$ cat config.mk
export PLATFORM = sky130hd
export DESIGN_NAME = sorted_list_insert_delete_core_flat
export DESIGN_NICKNAME = d
export VERILOG_FILES = /design/src/rtl/core/slid_pkg.sv /design/src/rtl/core/slid_in_if.sv /design/src/rtl/core/slid_out_if.sv /design/src/rtl/core/slid_ctrl.sv /design/src/rtl/core/slid_dp.sv /design/src/rtl/core/sorted_list_insert_delete_core.sv /design/src/flat_wrapper.sv
export SDC_FILE = /design/constraint.sdc
export NUM_CORES = 1
export LEC_CHECK = 0
export ABC_CLOCK_PERIOD_IN_PS = 6910
export BUFFER_PORTS_ARGS = -buffer_cell sky130_fd_sc_hd__buf_2
export CAP_MARGIN = 15
export CORE_ASPECT_RATIO = 0.6
export CORE_MARGIN = 2
export CORE_UTILIZATION = 56
export CTS_CLUSTER_DIAMETER = 40
export DETAILED_ROUTE_END_ITERATION = 10
export GPL_TIMING_DRIVEN = 1
export PLACE_DENSITY = 0.73
export SYNTH_ARGS = -nofsm -noshare
export SYNTH_HDL_FRONTEND = slang
export SYNTH_SLANG_ARGS = --single-unit
$ cat constraint.sdc
create_clock -name clk_i -period 6.91 [get_ports clk_i]
set_input_delay 0.691 -clock clk_i [delete_from_list [all_inputs] [get_ports clk_i]]
set_output_delay 0.691 -clock clk_i [all_outputs]
set_load 0.005 [all_outputs]
$ cat src/rtl/core/slid_pkg.sv
// Package for the sorted list insert/delete block.
// Holds sizes, operation and status codes, controller state, command and status types, sat_pos.
// No dependencies; every other file of the block imports it.
package slid_pkg;

  localparam int CAPACITY = 8;
  localparam int VALUE_W  = 16;
  localparam int STATUS_W = 3;
  localparam int POS_W    = 6;
  localparam int ECNT_W   = 7;
  // Counter holds 0..CAPACITY; index addresses 0..CAPACITY-1.
  localparam int CNT_W    = $clog2(CAPACITY + 1);
  localparam int IDX_W    = (CAPACITY > 1) ? $clog2(CAPACITY) : 1;
  localparam int POS_MAX  = (1 << POS_W) - 1;

  typedef enum logic {
    KIND_INSERT = 1'b0,
    KIND_DELETE = 1'b1
  } kind_e;

  typedef enum logic [STATUS_W-1:0] {
    ST_INSERTED  = 3'd0,
    ST_FULL      = 3'd1,
    ST_DELETED   = 3'd2,
    ST_NOT_FOUND = 3'd3,
    ST_EMPTY     = 3'd4
  } status_e;

  typedef enum logic [1:0] {
    S_IDLE,
    S_SCAN,
    S_APPLY
  } state_e;

  // Commands from the controller to the datapath.
  typedef struct packed {
    logic load;    // capture the input item and restart the scan
    logic step;    // advance the scan index by one
    logic finish;  // update the list and load the result register
  } cmd_t;

  // Status from the datapath to the controller.
  typedef struct packed {
    logic scan_more;  // the entry under the index is still below the value
  } sts_t;

  // Position field saturates when the index does not fit.
  function automatic logic [POS_W-1:0] sat_pos(input logic [CNT_W-1:0] idx);
    logic [CNT_W+POS_W-1:0] ext;
    ext = (CNT_W + POS_W)'(idx);
    if (ext > (CNT_W + POS_W)'(POS_MAX)) begin
      return POS_W'(POS_MAX);
    end
    return ext[POS_W-1:0];
  endfunction

endpackage

$ cat src/rtl/core/slid_in_if.sv
// Input channel of the sorted list block: valid/ready handshake plus item.
// Depends on slid_pkg for field widths.
interface slid_in_if import slid_pkg::*; ();
  logic               valid;
  logic               ready;
  logic               kind;
  logic [VALUE_W-1:0] value;

  modport source (output valid, output kind, output value, input ready);
  modport sink   (input valid, input kind, input value, output ready);
endinterface

$ cat src/rtl/core/slid_out_if.sv
// Result channel of the sorted list block: valid/ready handshake plus result.
// Depends on slid_pkg for field widths.
interface slid_out_if import slid_pkg::*; ();
  logic                valid;
  logic                ready;
  logic [STATUS_W-1:0] status;
  logic [POS_W-1:0]    position;
  logic [ECNT_W-1:0]   entry_count;

  modport source (output valid, output status, output position, output entry_count,
                  input ready);
  modport sink   (input valid, input status, input position, input entry_count,
                  output ready);
endinterface

$ cat src/rtl/core/slid_ctrl.sv
// Controller of the sorted list block: sequences accept, scan and update.
// Depends on slid_pkg; drives the datapath through cmd_t and reads sts_t.
module slid_ctrl import slid_pkg::*; (
  input  logic clk_i,
  input  logic rst_ni,
  input  logic in_valid_i,
  output logic in_ready_o,
  output logic out_valid_o,
  input  logic out_ready_i,
  input  sts_t sts_i,
  output cmd_t cmd_o
);

  state_e state_q, state_d;
  logic   out_valid_q, out_valid_d;
  logic   out_free;

  assign out_free = !out_valid_q || out_ready_i;

  always_ff @(posedge clk_i or negedge rst_ni) begin
    if (!rst_ni) begin
      state_q     <= S_IDLE;
      out_valid_q <= 1'b0;
    end else begin
      state_q     <= state_d;
      out_valid_q <= out_valid_d;
    end
  end

  always_comb begin
    state_d     = state_q;
    cmd_o       = '0;
    in_ready_o  = 1'b0;
    out_valid_d = out_valid_q && !out_ready_i;
    case (state_q)
      S_IDLE: begin
        in_ready_o = 1'b1;
        if (in_valid_i) begin
          cmd_o.load = 1'b1;
          state_d    = S_SCAN;
        end
      end
      S_SCAN: begin
        if (sts_i.scan_more) begin
          cmd_o.step = 1'b1;
        end else begin
          state_d = S_APPLY;
        end
      end
      S_APPLY: begin
        // Hold the finished item until the result register can take it.
        if (out_free) begin
          cmd_o.finish = 1'b1;
          out_valid_d  = 1'b1;
          state_d      = S_IDLE;
        end
      end
      default: begin
        state_d = S_IDLE;
      end
    endcase
  end

  assign out_valid_o = out_valid_q;

  a_finish_free: assert property (@(posedge clk_i) disable iff (!rst_ni)
    cmd_o.finish |-> (!out_valid_q || out_ready_i))
    else $error("result register overwritten while a result is pending");

  a_accept_scan: assert property (@(posedge clk_i) disable iff (!rst_ni)
    (in_valid_i && in_ready_o) |=> (state_q == S_SCAN))
    else $error("accepted item did not start a scan");

  a_out_hold: assert property (@(posedge clk_i) disable iff (!rst_ni)
    (out_valid_q && !out_ready_i) |=> out_valid_q)
    else $error("pending result dropped before its transfer");

endmodule

$ cat src/rtl/core/slid_dp.sv
// Datapath of the sorted list block: entry registers, scan index, count,
// and the result register. Depends on slid_pkg; driven by slid_ctrl.
module slid_dp import slid_pkg::*; (
  input  logic                clk_i,
  input  logic                rst_ni,
  input  logic                kind_i,
  input  logic [VALUE_W-1:0]  value_i,
  input  cmd_t                cmd_i,
  output sts_t                sts_o,
  output logic [STATUS_W-1:0] status_o,
  output logic [POS_W-1:0]    position_o,
  output logic [ECNT_W-1:0]   entry_count_o
);

  logic [VALUE_W-1:0]  entries_q [CAPACITY];
  logic [VALUE_W-1:0]  entries_d [CAPACITY];
  logic [VALUE_W-1:0]  value_q;
  logic                kind_q;
  logic [CNT_W-1:0]    idx_q, cnt_q, cnt_d;
  logic [VALUE_W-1:0]  rd_entry;
  logic                full, empty, in_range, found;
  status_e             res_status;
  logic [POS_W-1:0]    res_pos;
  logic [STATUS_W-1:0] status_q;
  logic [POS_W-1:0]    position_q;
  logic [ECNT_W-1:0]   entry_count_q;

  assign rd_entry = entries_q[idx_q[IDX_W-1:0]];
  assign full     = cnt_q >= CNT_W'(CAPACITY);
  assign empty    = cnt_q == '0;
  assign in_range = idx_q < cnt_q;
  assign found    = in_range && (rd_entry == value_q);

  // A full insert needs no scan; an empty list ends it at once by range.
  assign sts_o.scan_more = in_range && (rd_entry < value_q) &&
                           !((kind_q == KIND_INSERT) && full);

  always_comb begin
    entries_d  = entries_q;
    cnt_d      = cnt_q;
    res_status = ST_NOT_FOUND;
    res_pos    = sat_pos(idx_q);
    if (kind_q == KIND_INSERT) begin
      if (full) begin
        res_status = ST_FULL;
        res_pos    = '0;
      end else begin
        res_status = ST_INSERTED;
        cnt_d      = cnt_q + CNT_W'(1);
        for (int k = 0; k < CAPACITY; k++) begin
          if (CNT_W'(k) == idx_q) begin
            entries_d[k] = value_q;
          end else if (k > 0 && CNT_W'(k) > idx_q) begin
            entries_d[k] = entries_q[(k > 0) ? k - 1 : 0];
          end
        end
      end
    end else begin
      if (empty) begin
        res_status = ST_EMPTY;
        res_pos    = '0;
      end else if (found) begin
        res_status = ST_DELETED;
        cnt_d      = cnt_q - CNT_W'(1);
        for (int k = 0; k < CAPACITY - 1; k++) begin
          if (CNT_W'(k) >= idx_q) begin
            entries_d[k] = entries_q[k + 1];
          end
        end
      end
    end
  end

  always_ff @(posedge clk_i or negedge rst_ni) begin
    if (!rst_ni) begin
      cnt_q <= '0;
      idx_q <= '0;
    end else begin
      if (cmd_i.load) begin
        idx_q <= '0;
      end else if (cmd_i.step) begin
        idx_q <= idx_q + CNT_W'(1);
      end
      if (cmd_i.finish) begin
        cnt_q <= cnt_d;
      end
    end
  end

  always_ff @(posedge clk_i) begin
    if (cmd_i.load) begin
      kind_q  <= kind_i;
      value_q <= value_i;
    end
    if (cmd_i.finish) begin
      entries_q     <= entries_d;
      status_q      <= res_status;
      position_q    <= res_pos;
      entry_count_q <= ECNT_W'(cnt_d);
    end
  end

  assign status_o      = status_q;
  assign position_o    = position_q;
  assign entry_count_o = entry_count_q;

  a_cnt_bound: assert property (@(posedge clk_i) disable iff (!rst_ni)
    cnt_q <= CNT_W'(CAPACITY))
    else $error("entry count exceeds capacity");

  a_idx_bound: assert property (@(posedge clk_i) disable iff (!rst_ni)
    idx_q <= cnt_q)
    else $error("scan index ran past the stored entries");

  a_insert_grows: assert property (@(posedge clk_i) disable iff (!rst_ni)
    (cmd_i.finish && kind_q == KIND_INSERT && !full) |=>
      (cnt_q == $past(cnt_q) + CNT_W'(1)))
    else $error("accepted insert did not grow the list by one");

endmodule

$ cat src/rtl/core/sorted_list_insert_delete_core.sv
// Sorted list insert/delete block: keeps up to CAPACITY 16-bit values in
// ascending order. Input channel in_i carries kind (insert or delete) and
// value; result channel out_o carries status, position and entry_count.
// Both use valid/ready; a transfer happens when valid and ready are high.
// One item is handled at a time. After a transfer on in_i the datapath
// scans the entries one per cycle until the first entry not below the value
// or the end of the list (a full insert does not scan), then updates the
// list with all entries shifting in parallel. in_i is ready again in the
// cycle the result turns valid. A pending result sits in the output
// register while the next item is accepted and scanned; if the receiver
// stalls, that item waits in the update step until the register is free.
// Reset empties the list and clears the result valid flag; stored values
// are not cleared.
module sorted_list_insert_delete_core import slid_pkg::*; (
  input  logic        clk_i,
  input  logic        rst_ni,
  slid_in_if.sink     in_i,
  slid_out_if.source  out_o
);

  cmd_t cmd;
  sts_t sts;

  slid_ctrl u_ctrl (
    .clk_i       (clk_i),
    .rst_ni      (rst_ni),
    .in_valid_i  (in_i.valid),
    .in_ready_o  (in_i.ready),
    .out_valid_o (out_o.valid),
    .out_ready_i (out_o.ready),
    .sts_i       (sts),
    .cmd_o       (cmd)
  );

  slid_dp u_dp (
    .clk_i         (clk_i),
    .rst_ni        (rst_ni),
    .kind_i        (in_i.kind),
    .value_i       (in_i.value),
    .cmd_i         (cmd),
    .sts_o         (sts),
    .status_o      (out_o.status),
    .position_o    (out_o.position),
    .entry_count_o (out_o.entry_count)
  );

endmodule

$ cat src/flat_wrapper.sv
// flat-port wrapper written by rule: the top's interface ports become plain ports
module sorted_list_insert_delete_core_flat import slid_pkg::*;
  (clk_i, rst_ni, in_i_valid, in_i_kind, in_i_value, in_i_ready, out_o_valid, out_o_status, out_o_position, out_o_entry_count, out_o_ready);
  slid_in_if in_i_i ();
  slid_out_if out_o_i ();
  input  logic clk_i;
  input  logic rst_ni;
  input wire logic [$bits(in_i_i.valid)-1:0] in_i_valid;
  input wire logic [$bits(in_i_i.kind)-1:0] in_i_kind;
  input wire logic [$bits(in_i_i.value)-1:0] in_i_value;
  output wire logic [$bits(in_i_i.ready)-1:0] in_i_ready;
  output wire logic [$bits(out_o_i.valid)-1:0] out_o_valid;
  output wire logic [$bits(out_o_i.status)-1:0] out_o_status;
  output wire logic [$bits(out_o_i.position)-1:0] out_o_position;
  output wire logic [$bits(out_o_i.entry_count)-1:0] out_o_entry_count;
  input wire logic [$bits(out_o_i.ready)-1:0] out_o_ready;
  assign in_i_i.valid = in_i_valid;
  assign in_i_i.kind = in_i_kind;
  assign in_i_i.value = in_i_value;
  assign in_i_ready = in_i_i.ready;
  assign out_o_valid = out_o_i.valid;
  assign out_o_status = out_o_i.status;
  assign out_o_position = out_o_i.position;
  assign out_o_entry_count = out_o_i.entry_count;
  assign out_o_i.ready = out_o_ready;
  sorted_list_insert_delete_core u_core (.clk_i(clk_i), .rst_ni(rst_ni), .in_i(in_i_i), .out_o(out_o_i));
endmodule
==> results of run 1 <==
[through the flow]
step	instances	worst slack, ns	total power (W)
after floorplan	827	1.622	0.002346
after global placement	1019	1.648	0.002639
after detailed placement	1019	1.418	0.002706
after CTS	1051	1.395	0.003630
after global routing	1055	1.089	0.003836
final	1055	1.325	0.003672
[registers in the layout (all words and copies together), names as in the netlist]
register                   count
u_core.u_dp.entries_q        128
u_core.u_dp.kind_q             1
u_core.u_dp.idx_q              4
u_core.u_dp.status_o           3
u_core.u_ctrl.state_q          2
u_core.u_dp.value_q           16
u_core.u_dp.position_o         4
u_core.u_dp.entry_count_o      4
u_core.u_dp.cnt_q              4
u_core.u_ctrl.out_valid_o      1
[logic make-up (layout without fill, tap and decap cells)]
family	after synthesis	in the layout	share of synthesized area, %
AND/OR/NAND/NOR	224	224	10.11
AO/OA/AOI/OAI	198	198	11.58
flip-flops	167	167	53.50
multiplexers	118	118	17.28
buffers and inverters	87	106	3.874
adder cells (fa/ha/maj)	24	24	3.239
XOR/XNOR	4	4	0.3779
other	1	5	0.04045
[worst max-delay path: stages, from the launching register on]
cell,delay [ns]
dfrtp_2,1.06
mux4_2,0.61
mux2_2,0.28
ha_1,0.30
nand4_1,0.26
or4_1,0.68
a211oi_2,0.47
a31o_2,0.26
nand2_1,0.28
a211oi_2,0.71
buf_4,0.34
[routing by layer]
| metal | GRT usage [%] | vias to the layer above | wire (µm) | share of wire [%] |
|---|---|---|---|---|
| met5 | 0 | - | 0 | 0 |
| met4 | 7.875 | 0 | 399 | 1.6 |
| met3 | 10.97 | 34 | 3513 | 14 |
| met2 | 37.14 | 476 | 9942 | 40 |
| met1 | 44.90 | 3299 | 11040 | 44 |
| li1 | - | 3046 | - | - |
[synth_stat cells, types with 3 or more instances]
| library cell | number | area share [%] |
|---|---|---|
| o31ai_1 | 9 | 0.73 |
| a31oi_1 | 3 | 0.20 |
| nor2_1 | 45 | 1.8 |
| a211oi_1 | 3 | 0.24 |
| ha_1 | 24 | 3.2 |
| and2_1 | 6 | 0.40 |
| edfxtp_1 | 156 | 51 |
| o22ai_1 | 5 | 0.34 |
| nand2b_1 | 7 | 0.47 |
| o21ai_1 | 5 | 0.27 |
| mux2_2 | 16 | 1.9 |
| inv_1 | 25 | 1.0 |
| buf_4 | 5 | 0.40 |
| mux4_2 | 32 | 7.8 |
| buf_2 | 5 | 0.27 |
| mux2i_1 | 70 | 7.6 |
| xnor2_1 | 4 | 0.38 |
| a21oi_1 | 42 | 2.3 |
| nand4_1 | 4 | 0.27 |
| dfrtp_1 | 11 | 3.0 |
| nand2_1 | 141 | 5.7 |
| nor3_1 | 6 | 0.32 |
| clkbuf_1 | 44 | 1.8 |
| buf_1 | 7 | 0.28 |
| o21ai_0 | 122 | 6.6 |
| nand3_1 | 3 | 0.16 |
[layout make-up]
class | count | area (µm²)
Fill cell | 1261 | 5987
Sequential cell | 167 | 4962
Multi-Input combinational cell | 573 | 4004
Clock buffer | 17 | 425.4
Timing Repair Buffer | 49 | 337.8
Tap cell | 209 | 261.5
Clock inverter | 15 | 143.9
Inverter | 25 | 93.84
[worst paths after layout]
path,startpoint,to,slack (ns),depth (start not counted)
worst max-delay path,u_core.u_dp.idx_q[0],u_core.u_dp.entries_q[20],1.33,10
worst min-delay path,rst_ni,u_core.u_ctrl.out_valid_o,0.14,1
worst max register to register,u_core.u_dp.idx_q[0],u_core.u_dp.entries_q[20],1.33,10
worst min register to register,u_core.u_ctrl.out_valid_o,u_core.u_ctrl.out_valid_o,0.53,2
max in group asynchronous,rst_ni,u_core.u_dp.idx_q[1],6.50,1
min in group clk_i,in_i_value[0],u_core.u_dp.value_q[0],0.43,1
[report_power, final]
part / total [W] / internal, W / leakage, nW / switching, W
logic: 0.00117 / 0.000509 / 1.80 / 0.000665
clock network: 0.000933 / 0.000504 / 0.273 / 0.000429
registers: 0.00156 / 0.00134 / 1.57 / 0.000227
==> summary.txt, run 1 <==
Floorplan
  • Core area: 16220 µm²
  • Die Ht: 103.7 µm
  • Row Count: 36
  • Die Area: 17630 µm²
  • Ports: 39
  • Initial Util: 57.17%
  • Die width: 170.1 µm

Placement
  • IO buf count: 33
  • Post-DP Area: 9577 µm²
  • Dpl hpwl: about 17 mm
  • GP Congestion: 1.013

Final layout
  • Most frequent cells in the layout: edfxtp_1, nand2_1, o21ai_0
  • Antenna Diode Count: 0
  • Layout cells sized above 1: 17.02%
  • Most common cell after layout, fill and taps aside: edfxtp_1
  • Post-route cell area: between 10000 and 15000 µm²
  • Post-layout util: between 60% and 70%
  • Area Overhead vs Synth: 10.34%
  • Nets: 878

STA
  • Clock skew: 0.01363 ns
  • Setup-failing EPs final: 0
  • Slew Limit Fails: 0
  • Final min period: between 5 and 6 ns
  • FMAX: between 150 and 200 MHz
  • Worst slew pin tran: 1.244 ns
  • Total Neg Setup Slack: 0 ns
  • Worst slew margin: around 17%
  • Hold Worst Slack: between 0.1 and 0.15 ns
  • Unrepaired setup endpoints after global routing: no
  • Final Hold Viols: 0
  • Tcrit/Tclk final: 80.82%

Logic synthesis
  • Post-Syn Instances: 823
  • Yosys Warn Count: 0
  • Synth Register Bits: 167
  • Synthesized cell area: approximately 9300 µm²
  • Synth unique cells: 45
  • Post-synth EDFFs: 156
  • Async SR Flop Fraction: between 6 and 7%
  • Synth Flop Type: edfxtp_1
  • Sequential area share after synthesis: around 54%
  • Syn avg cell area: 11.26 µm²

Job
  • Max Cap Viol: 0

Drt
  • DR pass1 iterations: 7
  • # DRC: 0
  • Drt via density: 6.498
  • Antenna Nets Post-Route: 0
  • Avg WL per Cell: 23.59 µm
  • Starting DRT DRC Count: between 1000 and 1500
  • DR vias: 6855
  • Final wirelength: 24.89 mm

Min path
  • HP Class: in -> async

Clock network
  • Sinks on the clock net: around 170
  • CTS max path bufs: 2
  • CTS tree: built
  • Hold-fix buffers at CTS: 0
  • CTS root buffer: clkbuf_16
  • Postcts setup bufs: 0
  • # resized after CTS: 0
  • CTS clock-pin slew for the worst setup and hold paths: 0.07 ns
  • H-Tree Depth: 4
  • Clock Latency Late Sink: 0.43 ns
  • CTS Buf Count: 17

Critical path
  • Crit path kind: reg -> reg
  • Worst endpoint required time: 7.03 ns
  • CP Launch Type: flop
  • Crit path DAT: 5.71 ns
  • Worst-path fanout max: 38
  • Critical path capture point type: flop

Outcome
  • Status: finished clean

Global routing
  • First-pass GRT wire length: 37.73 mm
  • GRT Util Overall: 28.80%
  • Largest net degree at the start of global routing: 104
  • Total grt overflow: 0
  • Vias in the first global route: between 6000 and 7000
  • Initial antenna violation count: 0

Pwr
  • Peak VDD IR: 0.0001821 V
  • Lkg Pwr: 3.643 nW
  • Power Density: 359.0 nW/µm²
Power figures use the tool's default switching activity.
==> run 2: changes to the inputs <==
--- a/config.mk
+++ b/config.mk
@@ -5,7 +5,7 @@
 export SDC_FILE = /design/constraint.sdc
 export NUM_CORES = 1
 export LEC_CHECK = 0
-export ABC_CLOCK_PERIOD_IN_PS = 6910
+export ABC_CLOCK_PERIOD_IN_PS = 4900
 export BUFFER_PORTS_ARGS = -buffer_cell sky130_fd_sc_hd__buf_2
 export CAP_MARGIN = 15
 export CORE_ASPECT_RATIO = 0.6
@@ -14,7 +14,7 @@
 export CTS_CLUSTER_DIAMETER = 40
 export DETAILED_ROUTE_END_ITERATION = 10
 export GPL_TIMING_DRIVEN = 1
-export PLACE_DENSITY = 0.73
+export PLACE_DENSITY = 0.76
 export SYNTH_ARGS = -nofsm -noshare
 export SYNTH_HDL_FRONTEND = slang
 export SYNTH_SLANG_ARGS = --single-unit
==> constraint.sdc (replaced) <==
create_clock -name clk_i -period 4.9 [get_ports clk_i]
set_input_delay 0.49 -clock clk_i [delete_from_list [all_inputs] [get_ports clk_i]]
set_output_delay 0.49 -clock clk_i [all_outputs]
set_load 0.005 [all_outputs]
==> run 2 against run 1 <==
Die area is the same. Fmax increased by 20%. Global-route usage grew 1.2 points. Cell count up 1.3%. Final area grew 0.82%. Via count grew 2.7%. Register-to-register slack got worse by 1.1 ns. Sequential share of layout area fell by 0.39 points. Critical path depth stayed put. Combinational power rose by 48%. Core utilization increased by 0.52 points. Worst hold slack gained 0.076 ns.
==> summary.txt, run 2 (synthesis results as in run 1) <==
Critical path
  • Worst R2R End: u_core.u_dp.entries_q[83]
  • Worst path top cell family by delay: simple AND/OR/NAND/NOR gates
  • FF-to-FF path depth: 10
  • Max stage delay on crit path: 0.86 ns
  • Worst endpoint required time: roughly 5 ns
  • Critical path capture point type: flop
  • Worst R2R Setup Slack: 0.25 ns
  • Crit path from: u_core.u_dp.idx_q[0]
  • R2r startpoint: u_core.u_dp.idx_q[0]
  • Crit path DAT: 4.77 ns
  • Critical-path cell list: mux4_2 > mux2_2 > ha_1 > nand4_1 > or4_1 > a211oi_2 > a31o_2 > nand2_1 > nor3_2 > buf_4
  • Crit path kind: reg -> reg
  • Slowest cell on crit path: dfrtp_2
  • Buf/Inv on CP: 1
  • CP Launch Type: flop
  • Worst-path fanout max: 25

STA
  • Worst slew pin tran: 1.155 ns
  • Tcrit/Tclk final: 94.86%
  • Final min period: about 4.6 ns
  • Clock skew: 0.01572 ns
  • Final Hold Viols: 0
  • FMAX: 215.2 MHz
  • Total Neg Setup Slack: 0 ns
  • Worst slew margin: approximately 23%
  • Final worst setup slack: 0.2521 ns
  • Slew Limit Fails: 0
  • Setup-failing EPs final: 0
  • Unrepaired setup endpoints after global routing: no

Final layout
  • Final instance count without filler cells: 1069
  • Nets: 892
  • Post-layout util: 63.60%
  • Post-route cell area: 10310 µm²
  • Layout cells sized above 1: 18.02%
  • Most flops, register: u_core.u_dp.entries_q
  • Antenna Diode Count: 0
  • Most common cell after layout, fill and taps aside: edfxtp_1
  • Area Overhead vs Synth: 11.24%
  • Largest regs: u_core.u_dp.entries_q (128), u_core.u_dp.value_q (16)
  • Fillers: between 1000 and 1500
  • Most frequent cells in the layout: edfxtp_1, nand2_1, o21ai_0
  • Max FFs per register: 128

Clock network
  • CTS Buf Count: 17
  • CTS root buffer: clkbuf_16
  • CTS clock-pin slew for the worst setup and hold paths: 0.07 ns
  • CTS tree: built
  • Clock Latency Late Sink: 0.44 ns
  • Hold-fix buffers at CTS: 1
  • Sinks on the clock net: about 170
  • # resized after CTS: 0
  • H-Tree Depth: 4
  • Postcts setup bufs: 0
  • CTS max path bufs: 2

Placement
  • GP Congestion: 0.9814
  • Post-DP Area: about 9700 µm²
  • Dpl cells: 1034
  • Dpl hpwl: around 17 mm
  • Pre-CTS setup slack: 0.3440 ns
  • IO buf count: 33

Pwr
  • Switching Share: 35.92%
  • Lkg Pwr: 3.701 nW
  • Combinational power share: approximately a third
  • Power Internal: 0.003338 W
  • Clock power frac: 24.8%
  • Power Density: 505.1 nW/µm²
  • Part of the power in registers: 41.9%
  • Peak VDD IR: between 0.0002 and 0.0003 V
  • Switching pwr: 0.001871 W

Global routing
  • Met3 Use GR: approximately a tenth
  • Largest net degree at the start of global routing: 104
  • Initial antenna violation count: 0
  • Gr busiest metal: met1
  • Routing usage on met1: between 40% and 50%
  • Total grt overflow: 0
  • First-pass GRT wire length: 39.06 mm
  • GRT Util Overall: 29.99%
  • Vias in the first global route: ~6800
  • Global routing usage on met2: roughly 41%

Drt
  • # DRC: 0
  • Avg WL per Cell: between 20 and 25 µm
  • DR pass1 iterations: 5
  • Starting DRT DRC Count: 1147
  • DR vias: 7043
  • Antenna Nets Post-Route: 0
  • Drt via density: 6.588
  • Final wirelength: between 20 and 30 mm

Job
  • Max Cap Viol: 0

Min path
  • Hold EP: u_core.u_dp.value_q[1]
  • Hold depth: 1
  • Hold wc startpoint: in_i_value[1]
  • HP Class: in -> reg

Floorplan
  • Die Area: 17630 µm²
  • Ports: 39
  • Die width: 170.1 µm
  • Die Ht: around 100 µm
  • Initial Util: 57.17%
  • Row Count: 36
  • Core area: 16220 µm²

Outcome
  • Status: finished clean
-- run 2: final cells by class --
type	instances	area (µm²)	area share, %
multi-input combinational	573	4006	38.85
inverter	25	93.84	0.9100
clock inverter	13	122.6	1.189
timing repair buffer	63	432.9	4.198
sequential	167	4962	48.12
clock buffer	19	432.9	4.198
tap	209	261.5	2.536
-- run 2: stage by stage --
step,hold WS [ns],total power (W)
after CTS,0.2158,0.005147
after floorplan,0.1944,0.003312
final,0.2201,0.005209
after global placement,0.3849,0.003778
after detailed placement,0.3914,0.003863
after global routing,0.2102,0.005443
-- run 2: worst max-delay path by stage --
| stage | slack, ns | endpoint | cells past startpoint |
|---|---|---|---|
| finish | 0.25 | u_core.u_dp.entries_q[83] | 10 |
| global placement | 0.52 | u_core.u_dp.entries_q[24] | 10 |
| global route | 0.11 | u_core.u_dp.entries_q[24] | 10 |
| detailed placement | 0.34 | u_core.u_dp.entries_q[83] | 10 |
| floorplan | 0.04 | u_core.u_dp.entries_q[48] | 11 |
| CTS | 0.31 | u_core.u_dp.entries_q[83] | 10 |
-- run 2: power by group through the flow --
stage	combinational, W	clock, W	sequential, W
3_5_place_dp	0.00167	0	0.00219
6_report	0.00173	0.00129	0.00218
3_3_place_gp	0.00160	0	0.00218
2_1_floorplan	0.00129	0	0.00202
5_1_grt	0.00188	0.00136	0.00220
4_1_cts	0.00168	0.00130	0.00217
-- run 2: routing by layer --
metal  vias up  share of wire (%)
met3        42                 14
met5         -                  0
met2       479                 41
li1       3065                  -
met1      3457                 43
met4         0                1.6
